## config.mk

```make
export PLATFORM = sky130hd
export DESIGN_NAME = dual_linked_stacks_shared_pool
export DESIGN_NICKNAME = d
export VERILOG_FILES = /design/src/hdl/dlss_pkg.sv /design/src/hdl/dlss_free_map.sv /design/src/hdl/dual_linked_stacks_shared_pool.sv
export SDC_FILE = /design/constraint.sdc
export NUM_CORES = 2
export LEC_CHECK = 0
export ABC_AREA = 1
export BUFFER_PORTS_ARGS = -buffer_cell sky130_fd_sc_hd__buf_2
export CORE_ASPECT_RATIO = 0.5
export CORE_UTILIZATION = 40
export CTS_BUF_LIST = sky130_fd_sc_hd__clkbuf_8
export DETAILED_ROUTE_END_ITERATION = 10
export PLACE_DENSITY = 0.68
export RECOVER_POWER = 100
export REMOVE_ABC_BUFFERS = 1
export SLEW_MARGIN = 20
export SYNTH_ARGS = -nofsm -noshare
export SYNTH_HDL_FRONTEND = slang
export SYNTH_HIERARCHICAL = 1
export SYNTH_SLANG_ARGS = --single-unit
export TNS_END_PERCENT = 1
```

## constraint.sdc

```tcl
create_clock -name clock -period 5.06 [get_ports clock]
set_clock_uncertainty 0.2 [all_clocks]
set_input_delay 0 -clock clock [delete_from_list [all_inputs] [get_ports clock]]
set_output_delay 0 -clock clock [all_outputs]
set_load 0.02 [all_outputs]
```

## src/hdl/dlss_pkg.sv

```systemverilog
// Shared types and constants for the dual linked stacks block.
// Used by every module in hdl/; depends on nothing.
package dlss_pkg;

   // Field widths of the request and response channels
   localparam int VALUE_W  = 32;
   localparam int FUNC_W   = 2;
   localparam int STATUS_W = 2;

   // Free map word geometry
   localparam int MAP_WORD_BITS = 32;
   localparam int MAP_BIT_W     = 5;

   // Operation codes
   localparam logic [FUNC_W-1:0] FUNC_PUSH   = 2'd0;
   localparam logic [FUNC_W-1:0] FUNC_LIST   = 2'd1;
   localparam logic [FUNC_W-1:0] FUNC_POP    = 2'd2;
   localparam logic [FUNC_W-1:0] FUNC_UNUSED = 2'd3;

   // Response status codes
   localparam logic [STATUS_W-1:0] STATUS_OK    = 2'd0;
   localparam logic [STATUS_W-1:0] STATUS_FULL  = 2'd1;
   localparam logic [STATUS_W-1:0] STATUS_EMPTY = 2'd2;

   // Sequencer states
   typedef enum logic [2:0] {
      ST_IDLE,
      ST_PUSH,
      ST_POP,
      ST_LIST,
      ST_REPLY
   } seq_state_type;

   // Commands from the sequencer to the free map
   typedef struct packed {
      logic find;   // read the word holding the lowest free node
      logic probe;  // read the word holding probe_node
      logic take;   // mark the found free node in use
      logic give;   // mark the probed node free
   } map_ctl_type;

endpackage

```

## src/hdl/dlss_free_map.sv

```systemverilog
// Free node map: one in-use bit per pool node, kept in 32-bit words in a memory.
// Depends on dlss_pkg (map_ctl_type, map word geometry).
module dlss_free_map #(
   parameter int POOL_NODES = 64
) (
   input  logic                          clock,
   input  logic                          reset,
   input  dlss_pkg::map_ctl_type         ctl,
   input  logic [$clog2(POOL_NODES)-1:0] probe_node,
   output logic                          pool_full,
   output logic [$clog2(POOL_NODES)-1:0] free_node
);
   import dlss_pkg::*;

   localparam int NODE_W = $clog2(POOL_NODES);
   localparam int WORDS  = (POOL_NODES + MAP_WORD_BITS - 1) / MAP_WORD_BITS;
   localparam int WORD_W = (WORDS > 1) ? $clog2(WORDS) : 1;

   logic [MAP_WORD_BITS-1:0] map_mem [WORDS];

   logic [WORDS-1:0]         has_free_ff, has_free_in;
   logic [WORDS-1:0]         written_ff, written_in;
   logic [MAP_WORD_BITS-1:0] rd_data_ff;
   logic                     rd_written_ff;
   logic [WORD_W-1:0]        rd_idx_ff, rd_idx_in;
   logic [MAP_BIT_W-1:0]     rd_bit_ff, rd_bit_in;
   logic                     rd_en, wr_en;
   logic [WORD_W-1:0]        first_word;
   logic [MAP_BIT_W-1:0]     first_bit;
   logic [MAP_WORD_BITS-1:0] cur_word, busy_word, wr_word;

   // Bits past the end of the pool always look busy
   function automatic logic [MAP_WORD_BITS-1:0] pad_mask(input logic [WORD_W-1:0] idx);
      logic [MAP_WORD_BITS-1:0] m;
      for (int b = 0; b < MAP_WORD_BITS; b++) begin
         m[b] = (int'(idx) * MAP_WORD_BITS + b) >= POOL_NODES;
      end
      return m;
   endfunction

   // Lowest word that still has a free node
   always_comb begin
      first_word = '0;
      for (int w = WORDS - 1; w >= 0; w--) begin
         if (has_free_ff[w]) begin
            first_word = WORD_W'(w);
         end
      end
   end

   assign pool_full = ~|has_free_ff;

   // A word never written reads as all free
   assign cur_word  = rd_written_ff ? rd_data_ff : '0;
   assign busy_word = cur_word | pad_mask(rd_idx_ff);

   // Lowest free bit in the word just read
   always_comb begin
      first_bit = '0;
      for (int b = MAP_WORD_BITS - 1; b >= 0; b--) begin
         if (!busy_word[b]) begin
            first_bit = MAP_BIT_W'(b);
         end
      end
   end

   assign free_node = NODE_W'({rd_idx_ff, first_bit});

   // Read address and bit select
   assign rd_en     = ctl.find | ctl.probe;
   assign rd_idx_in = ctl.find ? first_word : WORD_W'(probe_node >> MAP_BIT_W);
   assign rd_bit_in = MAP_BIT_W'(probe_node);

   // Write-back word for take and give
   always_comb begin
      wr_en       = ctl.take | ctl.give;
      wr_word     = cur_word;
      written_in  = written_ff;
      has_free_in = has_free_ff;
      if (ctl.take) begin
         wr_word = cur_word | (MAP_WORD_BITS'(1) << first_bit);
      end else if (ctl.give) begin
         wr_word = cur_word & ~(MAP_WORD_BITS'(1) << rd_bit_ff);
      end
      if (wr_en) begin
         written_in[rd_idx_ff]  = 1'b1;
         has_free_in[rd_idx_ff] = ~&(wr_word | pad_mask(rd_idx_ff));
      end
   end

   // Map memory, registered read
   always_ff @(posedge clock) begin
      if (wr_en) begin
         map_mem[rd_idx_ff] <= wr_word;
      end
      if (rd_en) begin
         rd_data_ff    <= map_mem[rd_idx_in];
         rd_written_ff <= written_ff[rd_idx_in];
         rd_idx_ff     <= rd_idx_in;
         rd_bit_ff     <= rd_bit_in;
      end
   end

   // Per-word summary flags
   always_ff @(posedge clock) begin
      if (reset) begin
         has_free_ff <= '1;
         written_ff  <= '0;
      end else begin
         has_free_ff <= has_free_in;
         written_ff  <= written_in;
      end
   end

endmodule

```

## src/hdl/dual_linked_stacks_shared_pool.sv

```systemverilog
// Top level: two LIFO stacks over one shared pool of linked nodes.
// Depends on dlss_pkg and dlss_free_map.
//
//   channel   direction  handshake           payload
//   req_      in         req_valid/req_stall func, which_stack, push_value
//   rsp_      out        rsp_valid/rsp_stall status, item_value, last
//
// Push reads the free map and pop reads the node and map memories, each a registered read
// followed by the write-back. A list reads one node per entry. Empty or full replies pass
// through a reply state; the unused operation code gets no response.
// Reset is synchronous and needs no clearing pass: map words carry written flags.
// req_stall is high while an item is in progress; results leave through an output
// register, so a waiting final result does not hold off the next request.
module dual_linked_stacks_shared_pool #(
   parameter int POOL_NODES = 64
) (
   input  logic                                clock,
   input  logic                                reset,
   input  logic                                req_valid,
   output logic                                req_stall,
   input  logic [dlss_pkg::FUNC_W-1:0]         req_func,
   input  logic                                req_which_stack,
   input  logic signed [dlss_pkg::VALUE_W-1:0] req_push_value,
   output logic                                rsp_valid,
   input  logic                                rsp_stall,
   output logic [dlss_pkg::STATUS_W-1:0]       rsp_status,
   output logic signed [dlss_pkg::VALUE_W-1:0] rsp_item_value,
   output logic                                rsp_last
);
   import dlss_pkg::*;

   localparam int NODE_W  = $clog2(POOL_NODES);
   localparam int LINK_W  = $clog2(POOL_NODES + 1);
   localparam int ENTRY_W = VALUE_W + LINK_W;

   // Node memory: {value, link}, link is node number plus one, zero for none
   logic [ENTRY_W-1:0] node_mem [POOL_NODES];
   logic [ENTRY_W-1:0] node_q_ff;
   logic               node_rd_en, node_wr_en;
   logic [NODE_W-1:0]  node_rd_addr, node_wr_addr;
   logic [ENTRY_W-1:0] node_wr_data;

   seq_state_type      state_ff, state_in;
   logic               sel_ff;
   logic [VALUE_W-1:0] value_ff;
   logic [STATUS_W-1:0] reply_ff, reply_in;
   logic [NODE_W-1:0]  count_ff, count_in;
   logic [LINK_W-1:0]  tops_ff [2];
   logic               top_wr_en;
   logic [LINK_W-1:0]  top_wr_val;

   logic                rsp_valid_ff;
   logic [STATUS_W-1:0] rsp_status_ff, rsp_status_in;
   logic [VALUE_W-1:0]  rsp_value_ff, rsp_value_in;
   logic                rsp_last_ff, rsp_last_in;
   logic                rsp_load;

   map_ctl_type        map_ctl;
   logic               pool_full;
   logic [NODE_W-1:0]  free_node;

   logic               accept, out_free;
   logic [LINK_W-1:0]  req_top, top_sel, q_link;
   logic [VALUE_W-1:0] q_value;
   logic               req_empty, list_last;

   dlss_free_map #(
      .POOL_NODES (POOL_NODES)
   ) u_free_map (
      .clock      (clock),
      .reset      (reset),
      .ctl        (map_ctl),
      .probe_node (node_rd_addr),
      .pool_full  (pool_full),
      .free_node  (free_node)
   );

   // Handshake and decode helpers
   assign req_stall = (state_ff != ST_IDLE);
   assign accept    = req_valid && !req_stall;
   assign out_free  = !rsp_valid_ff || !rsp_stall;
   assign req_top   = tops_ff[req_which_stack];
   assign req_empty = (req_top == '0) || (req_top > LINK_W'(POOL_NODES));
   assign top_sel   = tops_ff[sel_ff];
   assign q_value   = node_q_ff[ENTRY_W-1:LINK_W];
   assign q_link    = node_q_ff[LINK_W-1:0];
   assign list_last = (q_link == '0) || (q_link > LINK_W'(POOL_NODES))
                      || (count_ff == NODE_W'(POOL_NODES - 1));

   // Next state
   always_comb begin
      state_in = state_ff;
      case (state_ff)
         ST_IDLE: begin
            if (accept) begin
               case (req_func)
                  FUNC_PUSH: state_in = pool_full ? ST_REPLY : ST_PUSH;
                  FUNC_POP:  state_in = req_empty ? ST_REPLY : ST_POP;
                  FUNC_LIST: state_in = req_empty ? ST_REPLY : ST_LIST;
                  default:   state_in = ST_IDLE;
               endcase
            end
         end
         ST_PUSH, ST_POP, ST_REPLY: begin
            if (out_free) state_in = ST_IDLE;
         end
         ST_LIST: begin
            if (out_free && list_last) state_in = ST_IDLE;
         end
         default: state_in = ST_IDLE;
      endcase
   end

   // Sequencer outputs: memory commands, top updates, response load
   always_comb begin
      map_ctl       = '0;
      node_rd_en    = 1'b0;
      node_rd_addr  = NODE_W'(req_top - LINK_W'(1));
      node_wr_en    = 1'b0;
      node_wr_addr  = free_node;
      node_wr_data  = {value_ff, top_sel};
      top_wr_en     = 1'b0;
      top_wr_val    = LINK_W'(free_node) + LINK_W'(1);
      rsp_load      = 1'b0;
      rsp_status_in = STATUS_OK;
      rsp_value_in  = '0;
      rsp_last_in   = 1'b1;
      count_in      = count_ff;
      reply_in      = reply_ff;
      case (state_ff)
         ST_IDLE: begin
            if (accept) begin
               count_in = '0;
               reply_in = (req_func == FUNC_PUSH) ? STATUS_FULL : STATUS_EMPTY;
               case (req_func)
                  FUNC_PUSH: map_ctl.find = !pool_full;
                  FUNC_POP: begin
                     node_rd_en    = !req_empty;
                     map_ctl.probe = !req_empty;
                  end
                  FUNC_LIST: node_rd_en = !req_empty;
                  default: ;
               endcase
            end
         end
         ST_PUSH: begin
            if (out_free) begin
               node_wr_en   = 1'b1;
               top_wr_en    = 1'b1;
               map_ctl.take = 1'b1;
               rsp_load     = 1'b1;
            end
         end
         ST_POP: begin
            if (out_free) begin
               top_wr_en    = 1'b1;
               top_wr_val   = q_link;
               map_ctl.give = 1'b1;
               rsp_load     = 1'b1;
               rsp_value_in = q_value;
            end
         end
         ST_LIST: begin
            node_rd_addr = NODE_W'(q_link - LINK_W'(1));
            if (out_free) begin
               rsp_load     = 1'b1;
               rsp_value_in = q_value;
               rsp_last_in  = list_last;
               if (!list_last) begin
                  node_rd_en = 1'b1;
                  count_in   = count_ff + NODE_W'(1);
               end
            end
         end
         ST_REPLY: begin
            if (out_free) begin
               rsp_load      = 1'b1;
               rsp_status_in = reply_ff;
            end
         end
         default: ;
      endcase
   end

   // Node memory, registered read
   always_ff @(posedge clock) begin
      if (node_wr_en) begin
         node_mem[node_wr_addr] <= node_wr_data;
      end
      if (node_rd_en) begin
         node_q_ff <= node_mem[node_rd_addr];
      end
   end

   // Request capture and walk counter
   always_ff @(posedge clock) begin
      if (accept) begin
         sel_ff   <= req_which_stack;
         value_ff <= req_push_value;
      end
      reply_ff <= reply_in;
      count_ff <= count_in;
   end

   // Control state and stack tops
   always_ff @(posedge clock) begin
      if (reset) begin
         state_ff   <= ST_IDLE;
         tops_ff[0] <= '0;
         tops_ff[1] <= '0;
      end else begin
         state_ff <= state_in;
         if (top_wr_en) begin
            tops_ff[sel_ff] <= top_wr_val;
         end
      end
   end

   // Response register
   always_ff @(posedge clock) begin
      if (reset) begin
         rsp_valid_ff <= 1'b0;
      end else if (rsp_load) begin
         rsp_valid_ff <= 1'b1;
      end else if (!rsp_stall) begin
         rsp_valid_ff <= 1'b0;
      end
   end

   always_ff @(posedge clock) begin
      if (rsp_load) begin
         rsp_status_ff <= rsp_status_in;
         rsp_value_ff  <= rsp_value_in;
         rsp_last_ff   <= rsp_last_in;
      end
   end

   assign rsp_valid      = rsp_valid_ff;
   assign rsp_status     = rsp_status_ff;
   assign rsp_item_value = rsp_value_ff;
   assign rsp_last       = rsp_last_ff;

endmodule

```

==> impl_metrics.toml <==
[outcome]
status = "finished with violations"
violations = "max-capacitance violations, max-slew violations"

[yosys]
synthMostInstantiatedCell = "edfxtp_1"
netlist.area_leader.share_pct = 68.7
yosysUniqueCellTypes = 44
postSynth.asyncResetShare_pct = 0
syn_inst = 11277
synth_top_cells_by_area = "edfxtp_1 (69%), nand3_1 (11%), nand2_1 (7.7%), inv_1 (7.2%), buf_2 (1.2%)"
synth_edf_count = 2728
ys_ff_latch = 2737
yosys.area.top_type = "edfxtp_1"
yosys_warnings = 6
yosysSeqAreaShare_pct = 68.8
avgSynthCellArea_um2 = 10.6
ys_top_cells_by_count = "edfxtp_1 (2728), nand3_1 (2648), nand2_1 (2444)"
synth-main-ff-cell = "edfxtp_1"
syn-cell-area_mm2 = 0.119

[floorplanning]
die-area_mm2 = 0.301
die_height_um = 388
io_pins = 76
core-area_mm2 = 0.296
rows = 141
start_util_pct = 40.3
die_w_um = 774

[job]
maxCapViolCount = 50

[clock_network]
cts_sinks = 2737
clk_pin_slew_ps = 70
clk_latency_ps = 1010
cts_root_buffer = "clkbuf_8"
cts_inserted_buffers = 407
clock_path_buffers = 4
cts_tree = "yes"
htree_levels = 5

[drt]
firstDrtPassIters = 6
routed_wl_um = 360000
antenna_left = 0
routed_via_density = 5.31
drc = 0
drt_first_iter_violations = 12528
wl_per_cell_um = 22.7
vias = 84250

[layout]
fin_nets = 11648
area.growth.synth_to_final_pct = 11.9
fillers = 26774
final_util_pct = 45.1
drive_above_1_share_pct = 7.45

[sta]
fmax_mhz = 199
slew_headroom_pct = -196
rsz0062_at_grt = "true"
hold_slack_ps = 53.9
maxSlewViolCount = 2657
fin_crit_sh_pct = 99.1
worstMarginPinSlew_ps = 4450
setup_tns_ps = 0
layout_min_cycle_time_ps = 5010
hold_viol = 0
finalSetupViolCount = 0

[setup_path]
criticalPathCategory = "reg -> reg"
cp_max_fo = 21
required_ps = 5570
worstPathArrival_ps = 5520
endpoint_kind = "register"
critPathLaunchType = "register"

[place]
port_buffers = 75
gp_congestion = 0.894
hpwlAfterDp_um = 207000

[pwr]
irDropWorstVdd_v = 0.000205
powerDensity_mw_per_mm2 = 361
leakagePower_uw = 0.0548

[global_route]
grt_overflow = 0
grt_pass1_vias = 80176
grt_use_total_pct = 23.2
antenna_found_initial = 17
grt_max_degree = 175
grt_pass1_wl_um = 525000

[worst_hold_path]
min_path_type = "in -> reg"
[cell type report]
class	count	area, um^2	area share [%]
sequential	2737	82100	61.5
multi-input combinational	5640	26300	19.7
inverter	2292	8610	6.45
clock buffer	413	5680	4.26
tap	3932	4920	3.69
timing repair buffer	524	4500	3.37
clock inverter	309	1330	0.994
antenna	12	30.0	0.0225
[where the power goes]
| group | leakage (uW) | switching (uW) | internal [uW] | total (uW) |
|---|---|---|---|---|
| sequential | 0.0247 | 98.5 | 25400 | 25500 |
| combinational | 0.0260 | 4940 | 1570 | 6510 |
| clock | 0.00414 | 8620 | 7590 | 16200 |
[through the flow]
step	std cells	setup WS [ps]	instance area, um^2	total power [uW]
final	15859	47.4	133000	48200
after global routing	15849	-20.2	133000	49600
after CTS	15833	139	134000	48200
after detailed placement	15000	185	126000	32200
after global placement	15000	-104	126000	32200
after floorplan	10668	-36480	117000	30200
[cell families (layout without fill, tap and decap cells)]
kind of cell	count (synthesis)	in the layout	share of synthesized area, %
buffers and inverters	2901	3538	9.48
multiplexers	37	37	0.349
adder cells (fa/ha/maj)	7	7	0.0734
other	0	12	0
AND/OR/NAND/NOR	5495	5496	20.7
XOR/XNOR	8	8	0.0713
flip-flops	2737	2737	68.8
AO/OA/AOI/OAI	92	92	0.478
[sequential cells by signal, indices dropped and copies added, names as in the netlist, 2 cells and up, named ones only]
| register | cells |
|---|---|
| node_mem | 2496 |
| u_free_map/map_mem | 64 |
| node_q_ff | 39 |
| rsp_item_value | 32 |
| u_free_map/rd_data_ff | 32 |
| value_ff | 32 |
| tops_ff | 14 |
| count_ff | 6 |
| u_free_map/rd_bit_ff | 5 |
| state_ff | 3 |
| reply_ff | 2 |
| rsp_status | 2 |
| u_free_map/has_free_ff | 2 |
| u_free_map/written_ff | 2 |
[routing by layer]
layer  track usage (%)  vias up  wire (um)
li1                  -    37801          -
met1              31.5    40495     139000
met2              36.3     5086     162000
met3              4.63      860      42000
met4              10.5        8      17300
met5                 0        -         49
[final timing paths]
kind                                 start                        to  slack [ps]  cells after the start
setup / recovery               state_ff[2]             node_q_ff[22]          50                     15
hold / removal           req_push_value[3]               value_ff[3]          50                      3
setup reg to reg               state_ff[2]             node_q_ff[22]          50                     15
hold reg to reg   u_free_map/written_ff[0]  u_free_map/written_ff[0]         250                      2
[cell usage in the layout, fill, tap and decap left out, types with 7 or more instances in the layout]
master and count:
dfxtp_1 9, inv_1 2434, dlygate4sd3_1 111, clkinv_1 106, buf_6 23, clkinv_2 38, clkbuf_8 415, o21bai_1 19
clkinvlp_4 7, nand3_1 2649, a21oi_1 11, nand2_1 2438, buf_4 126, clkbuf_1 89, o211ai_1 11, nand2_4 7
nand4_1 30, nand3b_1 156, mux2_1 15, buf_12 57, diode_2 12, buf_2 39, mux2_2 19, edfxtp_1 2728
nor2_4 31, nor2_1 152, clkbuf_4 40, clkbuf_2 37, o21ai_0 37
[critical path, cell delays in order (launching register included)]
cell and delay (ps):
dfxtp_1 410, inv_1 120, nand3_1 150, clkbuf_1 680
nand2_1 120, nand2_1 170, inv_1 110, ha_4 170
nand2_1 220, nor2_4 120, xnor2_4 590, clkbuf_2 770
buf_4 410, nand3_1 150, nand3_1 220, nand2_1 110
[repair_timing]
item	in CTS	in global routing
hold endpoints to repair	222	0
setup buffers	0	13
gates resized for setup	0	15
hold buffers	111	0
setup endpoints to repair	0	294
(Power assumes the default switching activity.)
